**config.mk**
```make
export PLATFORM = sky130hd
export DESIGN_NAME = touch_pressure_qualifier_top
export DESIGN_NICKNAME = d
export VERILOG_FILES = /design/src/rtl/tpq_pkg.sv /design/src/rtl/tpq_ctrl.sv /design/src/rtl/tpq_datapath.sv /design/src/rtl/touch_pressure_qualifier_top.sv
export SDC_FILE = /design/constraint.sdc
export NUM_CORES = 2
export LEC_CHECK = 0
export BUFFER_PORTS_ARGS = -buffer_cell sky130_fd_sc_hd__buf_2
export CORE_MARGIN = 2
export CORE_UTILIZATION = 64
export CTS_CLUSTER_SIZE = 12
export DETAILED_ROUTE_END_ITERATION = 6
export PLACE_DENSITY_LB_ADDON = 0.3
export SYNTH_ARGS = -nofsm -noshare
export SYNTH_HDL_FRONTEND = slang
export SYNTH_SLANG_ARGS = --single-unit
```
**constraint.sdc**
```tcl
create_clock -name clk -period 10.14 [get_ports clk]
set_input_delay 1.014 -clock clk [delete_from_list [all_inputs] [get_ports clk]]
set_output_delay 1.014 -clock clk [all_outputs]
set_load 0.05 [all_outputs]
```
**src/rtl/tpq_pkg.sv**
```systemverilog
// Package with shared constants, register map and controller interface types.
package tpq_pkg;

	localparam int SAMPLE_BITS_DEF = 12;
	localparam int POS_W = 12;
	localparam int PRESSURE_W = 28;
	localparam int OUT_DATA_W = ((POS_W + POS_W + PRESSURE_W + 7) / 8) * 8;
	localparam int ROUND_ADD = 2047;
	localparam int ROUND_SHIFT = 12;

	localparam logic [15:0] PLATE_OHMS_RESET = 16'd400;
	localparam logic [31:0] MAX_PRESSURE_RESET = 32'hFFFF_FFFF;
	localparam logic [15:0] PEN_UP_TICKS_RESET = 16'd10;
	localparam logic [PRESSURE_W-1:0] PRESSURE_MAX = {PRESSURE_W{1'b1}};

	localparam int ADDR_W = 4;
	localparam logic [1:0] REG_PLATE_OHMS = 2'd0;
	localparam logic [1:0] REG_MAX_PRESSURE = 2'd1;
	localparam logic [1:0] REG_PEN_UP_TICKS = 2'd2;

	localparam logic CMD_SAMPLE = 1'b0;
	localparam logic CMD_TICK = 1'b1;

	typedef struct packed {
		logic load;
		logic mul1;
		logic mul2;
		logic div_step;
		logic commit;
	} ctrl_cmd_t;

	typedef struct packed {
		logic is_tick;
		logic nonzero;
		logic div_last;
		logic emit;
		logic out_free;
	} ctrl_status_t;

endpackage

```
**src/rtl/tpq_ctrl.sv**
```systemverilog
// Controller state machine that sequences decode, multiply, divide and commit.
module tpq_ctrl (
	input  logic                  clk,
	input  logic                  arst_n,
	input  logic                  in_fire,
	output logic                  in_ready,
	input  tpq_pkg::ctrl_status_t st,
	output tpq_pkg::ctrl_cmd_t    cmd
);

	localparam logic [2:0] S_IDLE   = 3'd0;
	localparam logic [2:0] S_DECODE = 3'd1;
	localparam logic [2:0] S_MUL2   = 3'd2;
	localparam logic [2:0] S_DIV    = 3'd3;
	localparam logic [2:0] S_FIN    = 3'd4;

	logic [2:0] state_q;
	logic [2:0] state_d;

	assign in_ready = (state_q == S_IDLE);

	always_comb begin
		state_d = state_q;
		cmd = '0;
		unique case (state_q)
			S_IDLE: begin
				if (in_fire) begin
					cmd.load = 1'b1;
					state_d = S_DECODE;
				end
			end
			S_DECODE: begin
				if (st.is_tick) begin
					state_d = S_FIN;
				end else if (!st.nonzero) begin
					state_d = S_IDLE;
				end else begin
					cmd.mul1 = 1'b1;
					state_d = S_MUL2;
				end
			end
			S_MUL2: begin
				cmd.mul2 = 1'b1;
				state_d = S_DIV;
			end
			S_DIV: begin
				cmd.div_step = 1'b1;
				if (st.div_last) begin
					state_d = S_FIN;
				end
			end
			S_FIN: begin
				if (!st.emit || st.out_free) begin
					cmd.commit = 1'b1;
					state_d = S_IDLE;
				end
			end
			default: begin
				state_d = S_IDLE;
			end
		endcase
	end

	always_ff @(posedge clk or negedge arst_n) begin
		if (!arst_n) begin
			state_q <= S_IDLE;
		end else begin
			state_q <= state_d;
		end
	end

endmodule

```
**src/rtl/tpq_datapath.sv**
```systemverilog
// Datapath with sample registers, multipliers, restoring divider, touch state and result register.
module tpq_datapath #(
	parameter int SAMPLE_BITS = tpq_pkg::SAMPLE_BITS_DEF
) (
	input  logic                                clk,
	input  logic                                arst_n,
	input  tpq_pkg::ctrl_cmd_t                  cmd,
	output tpq_pkg::ctrl_status_t               st,
	input  logic                                in_command,
	input  logic [SAMPLE_BITS-1:0]              in_x,
	input  logic [SAMPLE_BITS-1:0]              in_y,
	input  logic [SAMPLE_BITS-1:0]              in_z1,
	input  logic [SAMPLE_BITS-1:0]              in_z2,
	input  logic [15:0]                         plate_ohms,
	input  logic [31:0]                         max_pressure,
	input  logic [15:0]                         pen_up_ticks,
	output logic                                out_valid,
	input  logic                                out_ready,
	output logic                                out_touching,
	output logic [tpq_pkg::POS_W-1:0]           out_x,
	output logic [tpq_pkg::POS_W-1:0]           out_y,
	output logic [tpq_pkg::PRESSURE_W-1:0]      out_pressure
);

	localparam int SB = SAMPLE_BITS;
	localparam int PROD_W = 2 * SB + 16;
	localparam int RES_W = PROD_W + 1 - tpq_pkg::ROUND_SHIFT;
	localparam int EXT_W = (RES_W > tpq_pkg::PRESSURE_W) ? RES_W : tpq_pkg::PRESSURE_W;
	localparam int XE_W = (SB > tpq_pkg::POS_W) ? SB : tpq_pkg::POS_W;
	localparam int CNT_W = $clog2(PROD_W);
	localparam int PW = tpq_pkg::PRESSURE_W;
	localparam int QW = tpq_pkg::POS_W;

	logic              cmd_q;
	logic [SB-1:0]     x_q;
	logic [SB-1:0]     y_q;
	logic [SB-1:0]     z1_q;
	logic [SB-1:0]     diff_q;
	logic [2*SB-1:0]   p1_q;
	logic [PROD_W-1:0] quo_q;
	logic [SB-1:0]     rem_q;
	logic [CNT_W-1:0]  cnt_q;

	logic [QW-1:0]     last_x_q;
	logic [QW-1:0]     last_y_q;
	logic [PW-1:0]     last_p_q;
	logic [15:0]       cd_q;

	logic              out_valid_q;
	logic              out_touch_q;
	logic [QW-1:0]     out_x_q;
	logic [QW-1:0]     out_y_q;
	logic [PW-1:0]     out_p_q;

	logic [SB:0]       div_sh;
	logic [SB:0]       div_z1;
	logic              div_ge;
	logic [SB:0]       div_rem;
	logic [PROD_W:0]   round_sum;
	logic [RES_W-1:0]  res_full;
	logic [EXT_W-1:0]  res_ext;
	logic [PW-1:0]     res_sat;
	logic              sample_ok;
	logic [XE_W-1:0]   x_ext;
	logic [XE_W-1:0]   y_ext;

	assign div_sh  = {rem_q, quo_q[PROD_W-1]};
	assign div_z1  = {1'b0, z1_q};
	assign div_ge  = (div_sh >= div_z1);
	assign div_rem = div_ge ? (div_sh - div_z1) : div_sh;

	assign round_sum = {1'b0, quo_q} + (PROD_W + 1)'(tpq_pkg::ROUND_ADD);
	assign res_full  = round_sum[PROD_W:tpq_pkg::ROUND_SHIFT];
	assign res_ext   = EXT_W'(res_full);
	assign res_sat   = (res_ext > EXT_W'(tpq_pkg::PRESSURE_MAX)) ?
		tpq_pkg::PRESSURE_MAX : res_ext[PW-1:0];
	assign sample_ok = ({{(32 - PW){1'b0}}, res_sat} <= max_pressure);

	assign x_ext = XE_W'(x_q);
	assign y_ext = XE_W'(y_q);

	assign st.is_tick  = (cmd_q == tpq_pkg::CMD_TICK);
	assign st.nonzero  = (x_q != '0) && (z1_q != '0);
	assign st.div_last = (cnt_q == '0);
	assign st.emit     = st.is_tick ? (cd_q == 16'd1) : (sample_ok && (cd_q != 16'd0));
	assign st.out_free = !out_valid_q || out_ready;

	always_ff @(posedge clk) begin
		if (cmd.load) begin
			cmd_q  <= in_command;
			x_q    <= in_x;
			y_q    <= in_y;
			z1_q   <= in_z1;
			diff_q <= (in_z2 > in_z1) ? (in_z2 - in_z1) : '0;
		end
		if (cmd.mul1) begin
			p1_q <= (2 * SB)'(diff_q) * (2 * SB)'(x_q);
		end
		if (cmd.mul2) begin
			quo_q <= PROD_W'(p1_q) * PROD_W'(plate_ohms);
			rem_q <= '0;
			cnt_q <= CNT_W'(PROD_W - 1);
		end else if (cmd.div_step) begin
			quo_q <= {quo_q[PROD_W-2:0], div_ge};
			rem_q <= div_rem[SB-1:0];
			cnt_q <= cnt_q - 1'b1;
		end
	end

	always_ff @(posedge clk or negedge arst_n) begin
		if (!arst_n) begin
			last_x_q <= '0;
			last_y_q <= '0;
			last_p_q <= '0;
			cd_q     <= '0;
		end else if (cmd.commit) begin
			if (st.is_tick) begin
				if (cd_q != 16'd0) begin
					cd_q <= cd_q - 16'd1;
				end
			end else if (sample_ok) begin
				last_x_q <= x_ext[QW-1:0];
				last_y_q <= y_ext[QW-1:0];
				last_p_q <= res_sat;
				cd_q     <= (pen_up_ticks == 16'd0) ? 16'd1 : pen_up_ticks;
			end
		end
	end

	always_ff @(posedge clk or negedge arst_n) begin
		if (!arst_n) begin
			out_valid_q <= 1'b0;
		end else if (cmd.commit && st.emit) begin
			out_valid_q <= 1'b1;
		end else if (out_ready) begin
			out_valid_q <= 1'b0;
		end
	end

	always_ff @(posedge clk) begin
		if (cmd.commit && st.emit) begin
			out_touch_q <= !st.is_tick;
			out_x_q     <= st.is_tick ? '0 : last_x_q;
			out_y_q     <= st.is_tick ? '0 : last_y_q;
			out_p_q     <= st.is_tick ? '0 : last_p_q;
		end
	end

	assign out_valid    = out_valid_q;
	assign out_touching = out_touch_q;
	assign out_x        = out_x_q;
	assign out_y        = out_y_q;
	assign out_pressure = out_p_q;

endmodule

```
**src/rtl/touch_pressure_qualifier_top.sv**
```systemverilog
// Top level of the touch pressure qualifier with stream channels and register port.
//
// Input items arrive on the s_ channel: s_tuser selects a conversion sample (0) or a
// time tick (1), s_tdata carries x, y, z1 and z2. Result items leave on the m_ channel:
// m_tuser is set for a touch report and clear for a pen-up report.
// A sample with nonzero x and z1 goes through multiply steps and a restoring divider
// that produces one quotient bit per cycle over 2*SAMPLE_BITS+16 bits; the block takes
// a new item only once it is through with the current one, whether a sample or a tick.
// A result shows on m_tvalid the cycle after its item finishes, held in an output
// register; the next item is accepted while it waits.
// If the receiver stalls and a second result is ready, the block holds it and stops
// accepting input until the output register frees.
// Reset clears the stored sample, stops the pen-up countdown and loads the register
// defaults (plate 400 ohms, maximum pressure all ones, 10 pen-up ticks).
// Registers are written through the APB port at byte addresses 0, 4 and 8.
module touch_pressure_qualifier_top #(
	parameter int SAMPLE_BITS = tpq_pkg::SAMPLE_BITS_DEF
) (
	input  logic                              clk,
	input  logic                              arst_n,
	input  logic                              s_tvalid,
	output logic                              s_tready,
	// x_position, y_position, z1_value, z2_value from bit 0 up, zero padded.
	input  logic [((4*SAMPLE_BITS+7)/8)*8-1:0] s_tdata,
	// command.
	input  logic                              s_tuser,
	output logic                              m_tvalid,
	input  logic                              m_tready,
	// report_x, report_y, report_pressure from bit 0 up, zero padded.
	output logic [tpq_pkg::OUT_DATA_W-1:0]    m_tdata,
	// touching.
	output logic                              m_tuser,
	input  logic                              psel,
	input  logic                              penable,
	input  logic                              pwrite,
	input  logic [tpq_pkg::ADDR_W-1:0]        paddr,
	input  logic [31:0]                       pwdata,
	output logic [31:0]                       prdata,
	output logic                              pready
);

	localparam int SB = SAMPLE_BITS;
	localparam int PW = tpq_pkg::PRESSURE_W;
	localparam int QW = tpq_pkg::POS_W;
	localparam int PAD_W = tpq_pkg::OUT_DATA_W - 2 * QW - PW;

	logic [15:0] plate_q;
	logic [31:0] maxp_q;
	logic [15:0] penup_q;
	logic        cfg_wr;
	logic [1:0]  reg_idx;

	tpq_pkg::ctrl_cmd_t    cmd;
	tpq_pkg::ctrl_status_t st;

	logic          in_fire;
	logic [QW-1:0] rep_x;
	logic [QW-1:0] rep_y;
	logic [PW-1:0] rep_p;

	assign pready  = 1'b1;
	assign reg_idx = paddr[3:2];
	assign cfg_wr  = psel && penable && pwrite && pready;

	always_ff @(posedge clk or negedge arst_n) begin
		if (!arst_n) begin
			plate_q <= tpq_pkg::PLATE_OHMS_RESET;
			maxp_q  <= tpq_pkg::MAX_PRESSURE_RESET;
			penup_q <= tpq_pkg::PEN_UP_TICKS_RESET;
		end else if (cfg_wr) begin
			unique case (reg_idx)
				tpq_pkg::REG_PLATE_OHMS:   plate_q <= pwdata[15:0];
				tpq_pkg::REG_MAX_PRESSURE: maxp_q  <= pwdata;
				tpq_pkg::REG_PEN_UP_TICKS: penup_q <= pwdata[15:0];
				default: begin
				end
			endcase
		end
	end

	always_comb begin
		unique case (reg_idx)
			tpq_pkg::REG_PLATE_OHMS:   prdata = {16'd0, plate_q};
			tpq_pkg::REG_MAX_PRESSURE: prdata = maxp_q;
			tpq_pkg::REG_PEN_UP_TICKS: prdata = {16'd0, penup_q};
			default:                   prdata = 32'd0;
		endcase
	end

	assign in_fire = s_tvalid && s_tready;

	tpq_ctrl u_ctrl (
		.clk      (clk),
		.arst_n   (arst_n),
		.in_fire  (in_fire),
		.in_ready (s_tready),
		.st       (st),
		.cmd      (cmd)
	);

	tpq_datapath #(
		.SAMPLE_BITS (SAMPLE_BITS)
	) u_datapath (
		.clk          (clk),
		.arst_n       (arst_n),
		.cmd          (cmd),
		.st           (st),
		.in_command   (s_tuser),
		.in_x         (s_tdata[SB-1:0]),
		.in_y         (s_tdata[2*SB-1:SB]),
		.in_z1        (s_tdata[3*SB-1:2*SB]),
		.in_z2        (s_tdata[4*SB-1:3*SB]),
		.plate_ohms   (plate_q),
		.max_pressure (maxp_q),
		.pen_up_ticks (penup_q),
		.out_valid    (m_tvalid),
		.out_ready    (m_tready),
		.out_touching (m_tuser),
		.out_x        (rep_x),
		.out_y        (rep_y),
		.out_pressure (rep_p)
	);

	assign m_tdata = {{PAD_W{1'b0}}, rep_p, rep_y, rep_x};

`ifndef SYNTHESIS
	a_one_item: assert property (@(posedge clk) disable iff (!arst_n)
		in_fire |=> !s_tready)
		else $error("input accepted while an item is still in work");

	a_emit_shows: assert property (@(posedge clk) disable iff (!arst_n)
		(cmd.commit && st.emit) |=> m_tvalid)
		else $error("committed result did not reach the output");

	a_penup_zero: assert property (@(posedge clk) disable iff (!arst_n)
		(m_tvalid && !m_tuser) |-> (rep_p == '0 && rep_x == '0 && rep_y == '0))
		else $error("pen-up report carries nonzero fields");
`endif

endmodule
```
# Yosys cells after proc, flatten, opt, wreduce, memory -nomap -nowiden
# Index checks and enable logic that the tools add are counted.
[classes] n_reduce_logical=27 add_sub_neg=5 n_eq_ne=11 n_mul=2 n_lt_le_gt_ge=4 bitwise_logic=1 n_mux=27
[op_table] cell="one-hot mux 32 bit (3 select lines)" count=1
[op_table] cell="two-way mux 40 bit" count=2
[op_table] cell="two-way mux 16 bit" count=4
[op_table] cell="adder 40 x 11 -> 41 bit (second input constant)" count=1
[op_table] cell="multiplier 24 x 16 -> 40 bit" count=1
[op_table] cell="less-or-equal comparator 28 x 32 -> 1 bit" count=1
[op_table] cell="greater-than comparator 29 x 28 -> 1 bit (second input constant)" count=1
[op_table] cell="two-way mux 28 bit" count=1
[op_table] cell="multiplier 12 x 12 -> 24 bit" count=1
[op_table] cell="nonzero test 12 bit" count=2
[op_table] cell="subtractor 12 bit" count=2
[op_table] cell="== test 16 x 1 -> 1 bit (second input constant)" count=1
[op_table] cell="logical NOT 16 bit" count=1
[op_table] cell="nonzero test 16 bit" count=1
[op_table] cell="subtractor 16 x 1 -> 16 bit (second input constant)" count=1
[op_table] cell="one-hot mux 3 bit (5 select lines)" count=1
[op_table] cell="greater-or-equal comparator 13 x 12 -> 1 bit" count=1
[op_table] cell="greater-than comparator 12 bit" count=1
[op_table] cell="two-way mux 1 bit" count=12
[op_table] cell="two-way mux 12 bit" count=1
[op_table] cell="two-way mux 3 bit" count=4
[op_table] cell="AND reduction 3 bit" count=3
[op_table] cell="== test 3 x 2 -> 1 bit (second input constant)" count=2
[op_table] cell="logical AND 1 bit" count=6
[op_table] cell="16 further kinds" count=25
[word_totals] out_inout_bits=92 inputBits=92 wordCells=99 regBits=320

# Longest topological paths before layout
[depth] depth_word=12 ltp_mapped=26 depth_no_buf=24

# Hierarchy
# A second synthesis with hierarchy kept.
[unflattened] hier_cells=3173 hier_area_um2=32017.0
[modules_own_cells] module="tpq_datapath" area_per_inst_um2=28845.2 seq_area_each_um2=7071.8 cells_each=2932 instances=1
[modules_own_cells] module="touch_pressure_qualifier_top" area_per_inst_um2=2962.8 seq_area_each_um2=1647.8 cells_each=219 instances=1
[modules_own_cells] module="tpq_ctrl" area_per_inst_um2=209.0 seq_area_each_um2=75.1 cells_each=22 instances=1

# Worst setup path after synthesis
# OpenSTA, ideal clock, no wires.
[synth_path] kind="register to register" from="register u_datapath.quo_q[12]" to="register u_datapath.out_p_q[0], in the netlist u_datapath.out_pressure[0], enable pin" period_less_slack_ps=8513 t_arrival_ps=7984 required_ps=9611 stages_incl_launch_ff=22 setup_ps=529 slack_ps=1627 path_buffers=2 cell_sequence="edfxtp_1 nand3_1 a31oi_1 nand4_1 nor2_1 nand4_1 nor3_1 and3_1 nand2_1 buf_2 buf_1 nand2_1 ha_1 a21o_1 a21o_1 a21oi_1 a21oi_1 o31a_1 or4b_4 a21oi_1 a21oi_1 nor3_1"
[synth_via] elab_chain_cells=11
[synth_lines] item="start: declaration" line="tpq_datapath.sv:40" rtl="logic [PROD_W-1:0] quo_q;"
[synth_lines] item="start signal: assignment" line="tpq_datapath.sv:100" rtl="quo_q <= PROD_W'(p1_q) * PROD_W'(plate_ohms);"
[synth_lines] item="start signal: assignment" line="tpq_datapath.sv:104" rtl="quo_q <= {quo_q[PROD_W-2:0], div_ge};"
[synth_lines] item="adder 40 x 11 -> 41 bit *" line="tpq_datapath.sv:72" rtl="assign round_sum = {1'b0, quo_q} + (PROD_W + 1)'(tpq_pkg::ROUND_ADD);"
[synth_lines] item="greater-than comparator 29 x 28 -> 1 bit" line="tpq_datapath.sv:75" rtl="assign res_sat = (res_ext > EXT_W'(tpq_pkg::PRESSURE_MAX)) ?"
[synth_lines] item="two-way mux 28 bit *" line="tpq_datapath.sv:75"
[synth_lines] item="named net u_datapath.res_sat[5]" line="tpq_datapath.sv:62" rtl="logic [PW-1:0] res_sat;"
[synth_lines] item="less-or-equal comparator 28 x 32 -> 1 bit *" line="tpq_datapath.sv:77" rtl="assign sample_ok = ({{(32 - PW){1'b0}}, res_sat} <= max_pressure);"
[synth_lines] item="logical AND 1 bit *" line="tpq_datapath.sv:85" rtl="assign st.emit = st.is_tick ? (cd_q == 16'd1) : (sample_ok && (cd_q != 16'd0));"
[synth_lines] item="two-way mux 1 bit *" line="tpq_datapath.sv:85"
[synth_lines] item="logical NOT 1 bit" line="tpq_ctrl.sv:53" rtl="if (!st.emit || st.out_free) begin"
[synth_lines] item="logical OR 1 bit" line="tpq_ctrl.sv:53"
[synth_lines] item="two-way mux 1 bit" line="tpq_ctrl.sv:53"
[synth_lines] item="two-way mux 1 bit" line="tpq_ctrl.sv:25" rtl="unique case (state_q)"
[synth_lines] item="logical AND 1 bit *" line="tpq_datapath.sv:141" rtl="if (cmd.commit && st.emit) begin"
[synth_lines] item="end signal: assignment" line="tpq_datapath.sv:145" rtl="out_p_q <= st.is_tick ? '0 : last_p_q;"
[synth_lines] item="end: declaration" line="tpq_datapath.sv:53" rtl="logic [PW-1:0] out_p_q;"
# The timed path passes the listed nets; every way through them passes the cells marked *.
# A chain may end at the register's enable or synchronous reset.

# Worst setup path after layout
[layout_path] from="register plate_q[13]" to="register u_datapath.quo_q[38] (data pin)"
[layout_via] elab_chain_cells=2
[layout_lines] item="start: declaration" line="touch_pressure_qualifier_top.sv:47" rtl="logic [15:0] plate_q;"
[layout_lines] item="start signal: assignment" line="touch_pressure_qualifier_top.sv:67" rtl="plate_q <= tpq_pkg::PLATE_OHMS_RESET;"
[layout_lines] item="start signal: assignment" line="touch_pressure_qualifier_top.sv:72" rtl="tpq_pkg::REG_PLATE_OHMS: plate_q <= pwdata[15:0];"
[layout_lines] item="multiplier 24 x 16 -> 40 bit" line="tpq_datapath.sv:100"
[layout_lines] item="two-way mux 40 bit" line="tpq_datapath.sv:99" rtl="if (cmd.mul2) begin"
# No other way between the ends.

==> metrics.md <==
| Metric | Value |
|---|---|
| Status | `finished with violations` |
| Failing checks | `DRC` |
| Synth warn | `0` |
| CP Cell Sequence | `nand2_1, fa_1, inv_1, fa_1, fa_1, inv_1, fa_1, fa_1, inv_1, fa_1, ha_1, a21o_1, a31o_2, a221oi_1, nor4b_1, a21o_1, o21ai_0, a211oi_1, a21oi_1, xnor2_1, o21ai_0` |
| Worst Hold Class | `flop to flop` |
| Required @ worst endpoint | `10.40 ns` |
| Area fraction of the dominant cell type after synthesis | `0.260` |
| Critical Path Sink Type | `flop` |
| CP arrival | `7.94 ns` |
| Die area | `0.0509 mm2` |
| Async S/R FF share, synth | `0.425` |
| Setup ws final | `2.46 ns` |
| Syn Area/Cell | `9.81 um2` |
| Number of max-cap violations | `0` |
| DP HPWL | `56.8 mm` |
| Largest stage delay, worst path | `1.16 ns` |
| Post-layout min period | `7.68 ns` |
| First-pass GRT wire length | `124 mm` |
| Relative slew margins | `0.166` |
| WS Path Type | `flop to flop` |
| Clock Tree Buf Depth | `3` |
| Commonest non-fill, non-tap cell in the layout | `nand2_1` |
| Ranking of synthesized cells by area | `fa_1, edfxtp_1, ha_1` |
| ANT cells | `0` |
| Placer Congestion | `0.940` |
| Number of global-route vias before repair | `24700` |
| TritonCTS clock tree | `built` |
| R2R depth | `21` |
| Period utilization | `0.757` |
| Drt pass-1 iters | `7` |
| Flop2flop setup slack | `2.46 ns` |
| Post-Layout Cell Count | `3975` |
| Fmax | `0.130 GHz` |
| Sink Count | `320` |
| Clk_lat worst skew | `0.54 ns` |
| Initial antenna violation count | `2` |
| Clock Skews | `0.0176 ns` |
| Largest net degree at the start of global routing | `78` |
| Layout cells sized above 1 | `0.109` |
| Sequential area share after synthesis | `0.280` |
| RSZ-0062 raised after global routing | `false` |
| H-tree Lvls | `2` |
| Reg2reg start | `plate_q[13]$_DFFE_PN0P_` |
| Final setup vio count | `0` |
| Global Route Usage Sum | `0.308` |
| CP Depth | `21` |
| CTS buffer count | `34` |
| Worst Path Buf+Inv | `3` |
| Max-slew violations | `0` |
| Worst R2R End | `u_datapath.quo_q[38]$_DFFE_PP_` |
| 1st-iter DRT viols | `1906` |
| WL/cell | `18.8 um` |
| Die Y | `226 um` |
| Total number of vias | `23200` |
| CTS root buf | `clkbuf_16` |
| Dpl cells | `3914` |
| Post-synth cell types | `72` |
| Final core utilization | `0.692` |
| Worst Max-Slew Pin Slew | `1.25 ns` |
| Postcts setup bufs | `0` |
| Critical Path Sink | `u_datapath.quo_q[38]$_DFFE_PP_` |
| Die X | `226 um` |
| Most frequent cells in the layout | `nand2_1, inv_1, fa_1, ha_1, and2_1` |
| Setup tns final | `0 ns` |
| Number of vias per cell | `5.84` |
| Initial Util | `0.645` |
| Crit path from | `plate_q[13]$_DFFE_PN0P_` |
| Rows | `81` |
| Area Growth Syn to Fin | `7.35%` |
| Syn Std Cell Area | `0.0314 mm2` |
| Post-route ant nets | `0` |
| Crit path max fanout | `26` |
| Pre-CTS setup slack | `2.38 ns` |
| Syn Inst Count | `3206` |
| Final nets | `4016` |
| DRC viols | `1` |
| Grt total ovfl | `0` |
| Final hold vios | `0` |
| Hold_buf cts | `0` |
| Register clock-pin slew on the reported worst setup and hold paths | `0.06 ns` |
| Register bit total from synthesis | `320` |
| Cell repeated most along the worst path | `fa_1` |
| EDFF count, synth | `166` |
| # IOs | `184` |
| Synth area leader | `fa_1` |
| CP max-delay cell | `dfrtp_1` |
| Top_reg_cell synth | `edfxtp_1` |
| Routed Wire Length | `74.8 mm` |
| Core area | `0.0487 mm2` |
| PostCTS Resize Cnt | `0` |
| Worst Setup Start Kind | `flop` |
| Delay-heaviest family, CP | `adder cells` |
| Port bufs | `176` |
-- cell usage after synthesis, types with 4 or more instances --
master,instances
a21o_1,40
xor2_1,37
o21a_1,7
a221oi_1,7
fa_1,408
o21bai_1,8
dfxtp_1,18
a31oi_1,35
edfxtp_1,166
or3_1,9
nand2_1,545
and2_1,184
o31ai_1,8
or2_2,8
inv_1,494
nor3_1,26
ha_1,230
and4_1,9
and3_1,16
mux2i_1,27
a21oi_1,63
dfstp_2,37
buf_4,9
nand2b_1,16
a211oi_1,4
nor2b_1,73
mux2_2,61
nand3_1,22
xnor2_1,56
nor2_1,86
nor4_1,17
or4_1,6
nand4b_1,6
buf_2,10
a221o_1,16
o21ai_0,133
clkbuf_1,132
nand4_1,21
mux2_1,5
dfrtp_1,99
-- how the worst min path moves through the flow --
| stage | slack (ns) | to | depth (start not counted) | from |
|---|---|---|---|---|
| 2_1_floorplan | 0.44 | u_datapath.last_y_q[3]$_DFFE_PN0P_ | 1 | u_datapath.y_ext[3]$_DFFE_PP_ |
| 3_3_place_gp | 0.44 | u_datapath.last_y_q[3]$_DFFE_PN0P_ | 1 | u_datapath.y_ext[3]$_DFFE_PP_ |
| 3_5_place_dp | 0.46 | u_datapath.last_y_q[5]$_DFFE_PN0P_ | 1 | u_datapath.y_ext[5]$_DFFE_PP_ |
| 4_1_cts | 0.47 | u_datapath.last_y_q[5]$_DFFE_PN0P_ | 1 | u_datapath.y_ext[5]$_DFFE_PP_ |
| 5_1_grt | 0.50 | u_datapath.last_y_q[5]$_DFFE_PN0P_ | 1 | u_datapath.y_ext[5]$_DFFE_PP_ |
| 6_report | 0.46 | u_datapath.last_y_q[3]$_DFFE_PN0P_ | 1 | u_datapath.y_ext[3]$_DFFE_PP_ |
-- final cells by class --
type,instances,area [um2]
sequential,320,8790
multi-input combinational,2241,20200
tap,664,831
clock buffer,52,942
clock inverter,9,90.1
inverter,494,1850
fill,3612,15000
timing repair buffer,195,1030
-- through the flow --
stage	hold WS (ns)	area, um2
CTS	0.470	33800
global route	0.496	33800
detailed placement	0.456	32700
global placement	0.444	32700
finish	0.465	33800
floorplan	0.439	31500
-- registers in the layout, summed over array words and instances (netlist names), 16 cells and up --
name and flops:
maxp_q 32, penup_q 16, plate_q 16, u_datapath.cd_q 16, u_datapath.last_p_q 28, u_datapath.out_pressure 28
u_datapath.p1_q 24, u_datapath.quo_q 40
-- cell families (layout without fill, tap and decap cells) --
| group | Yosys count | in the layout | synth area share |
|---|---|---|---|
| buffers and inverters | 648 | 750 | 0.0788 |
| other | 2 | 5 | 0.000239 |
| AO/OA/AOI/OAI | 358 | 358 | 0.0717 |
| flip-flops | 320 | 320 | 0.280 |
| multiplexers | 93 | 93 | 0.0322 |
| XOR/XNOR | 93 | 93 | 0.0259 |
| adder cells (fa/ha/maj) | 638 | 638 | 0.351 |
| AND/OR/NAND/NOR | 1054 | 1054 | 0.160 |
-- metal layers --
metal	share of wire	wire length [um]	global-route usage	vias up
met5	0.00020	15	0	-
met4	0.041	3050	0.123	2
met3	0.059	4410	0.0376	206
met2	0.51	38300	0.542	873
met1	0.39	29100	0.389	11700
li1	-	-	-	10400
Power is left out: the tool's default activity adds up to more than one toggle a clock period on the data nets, which glitch-free logic cannot reach.
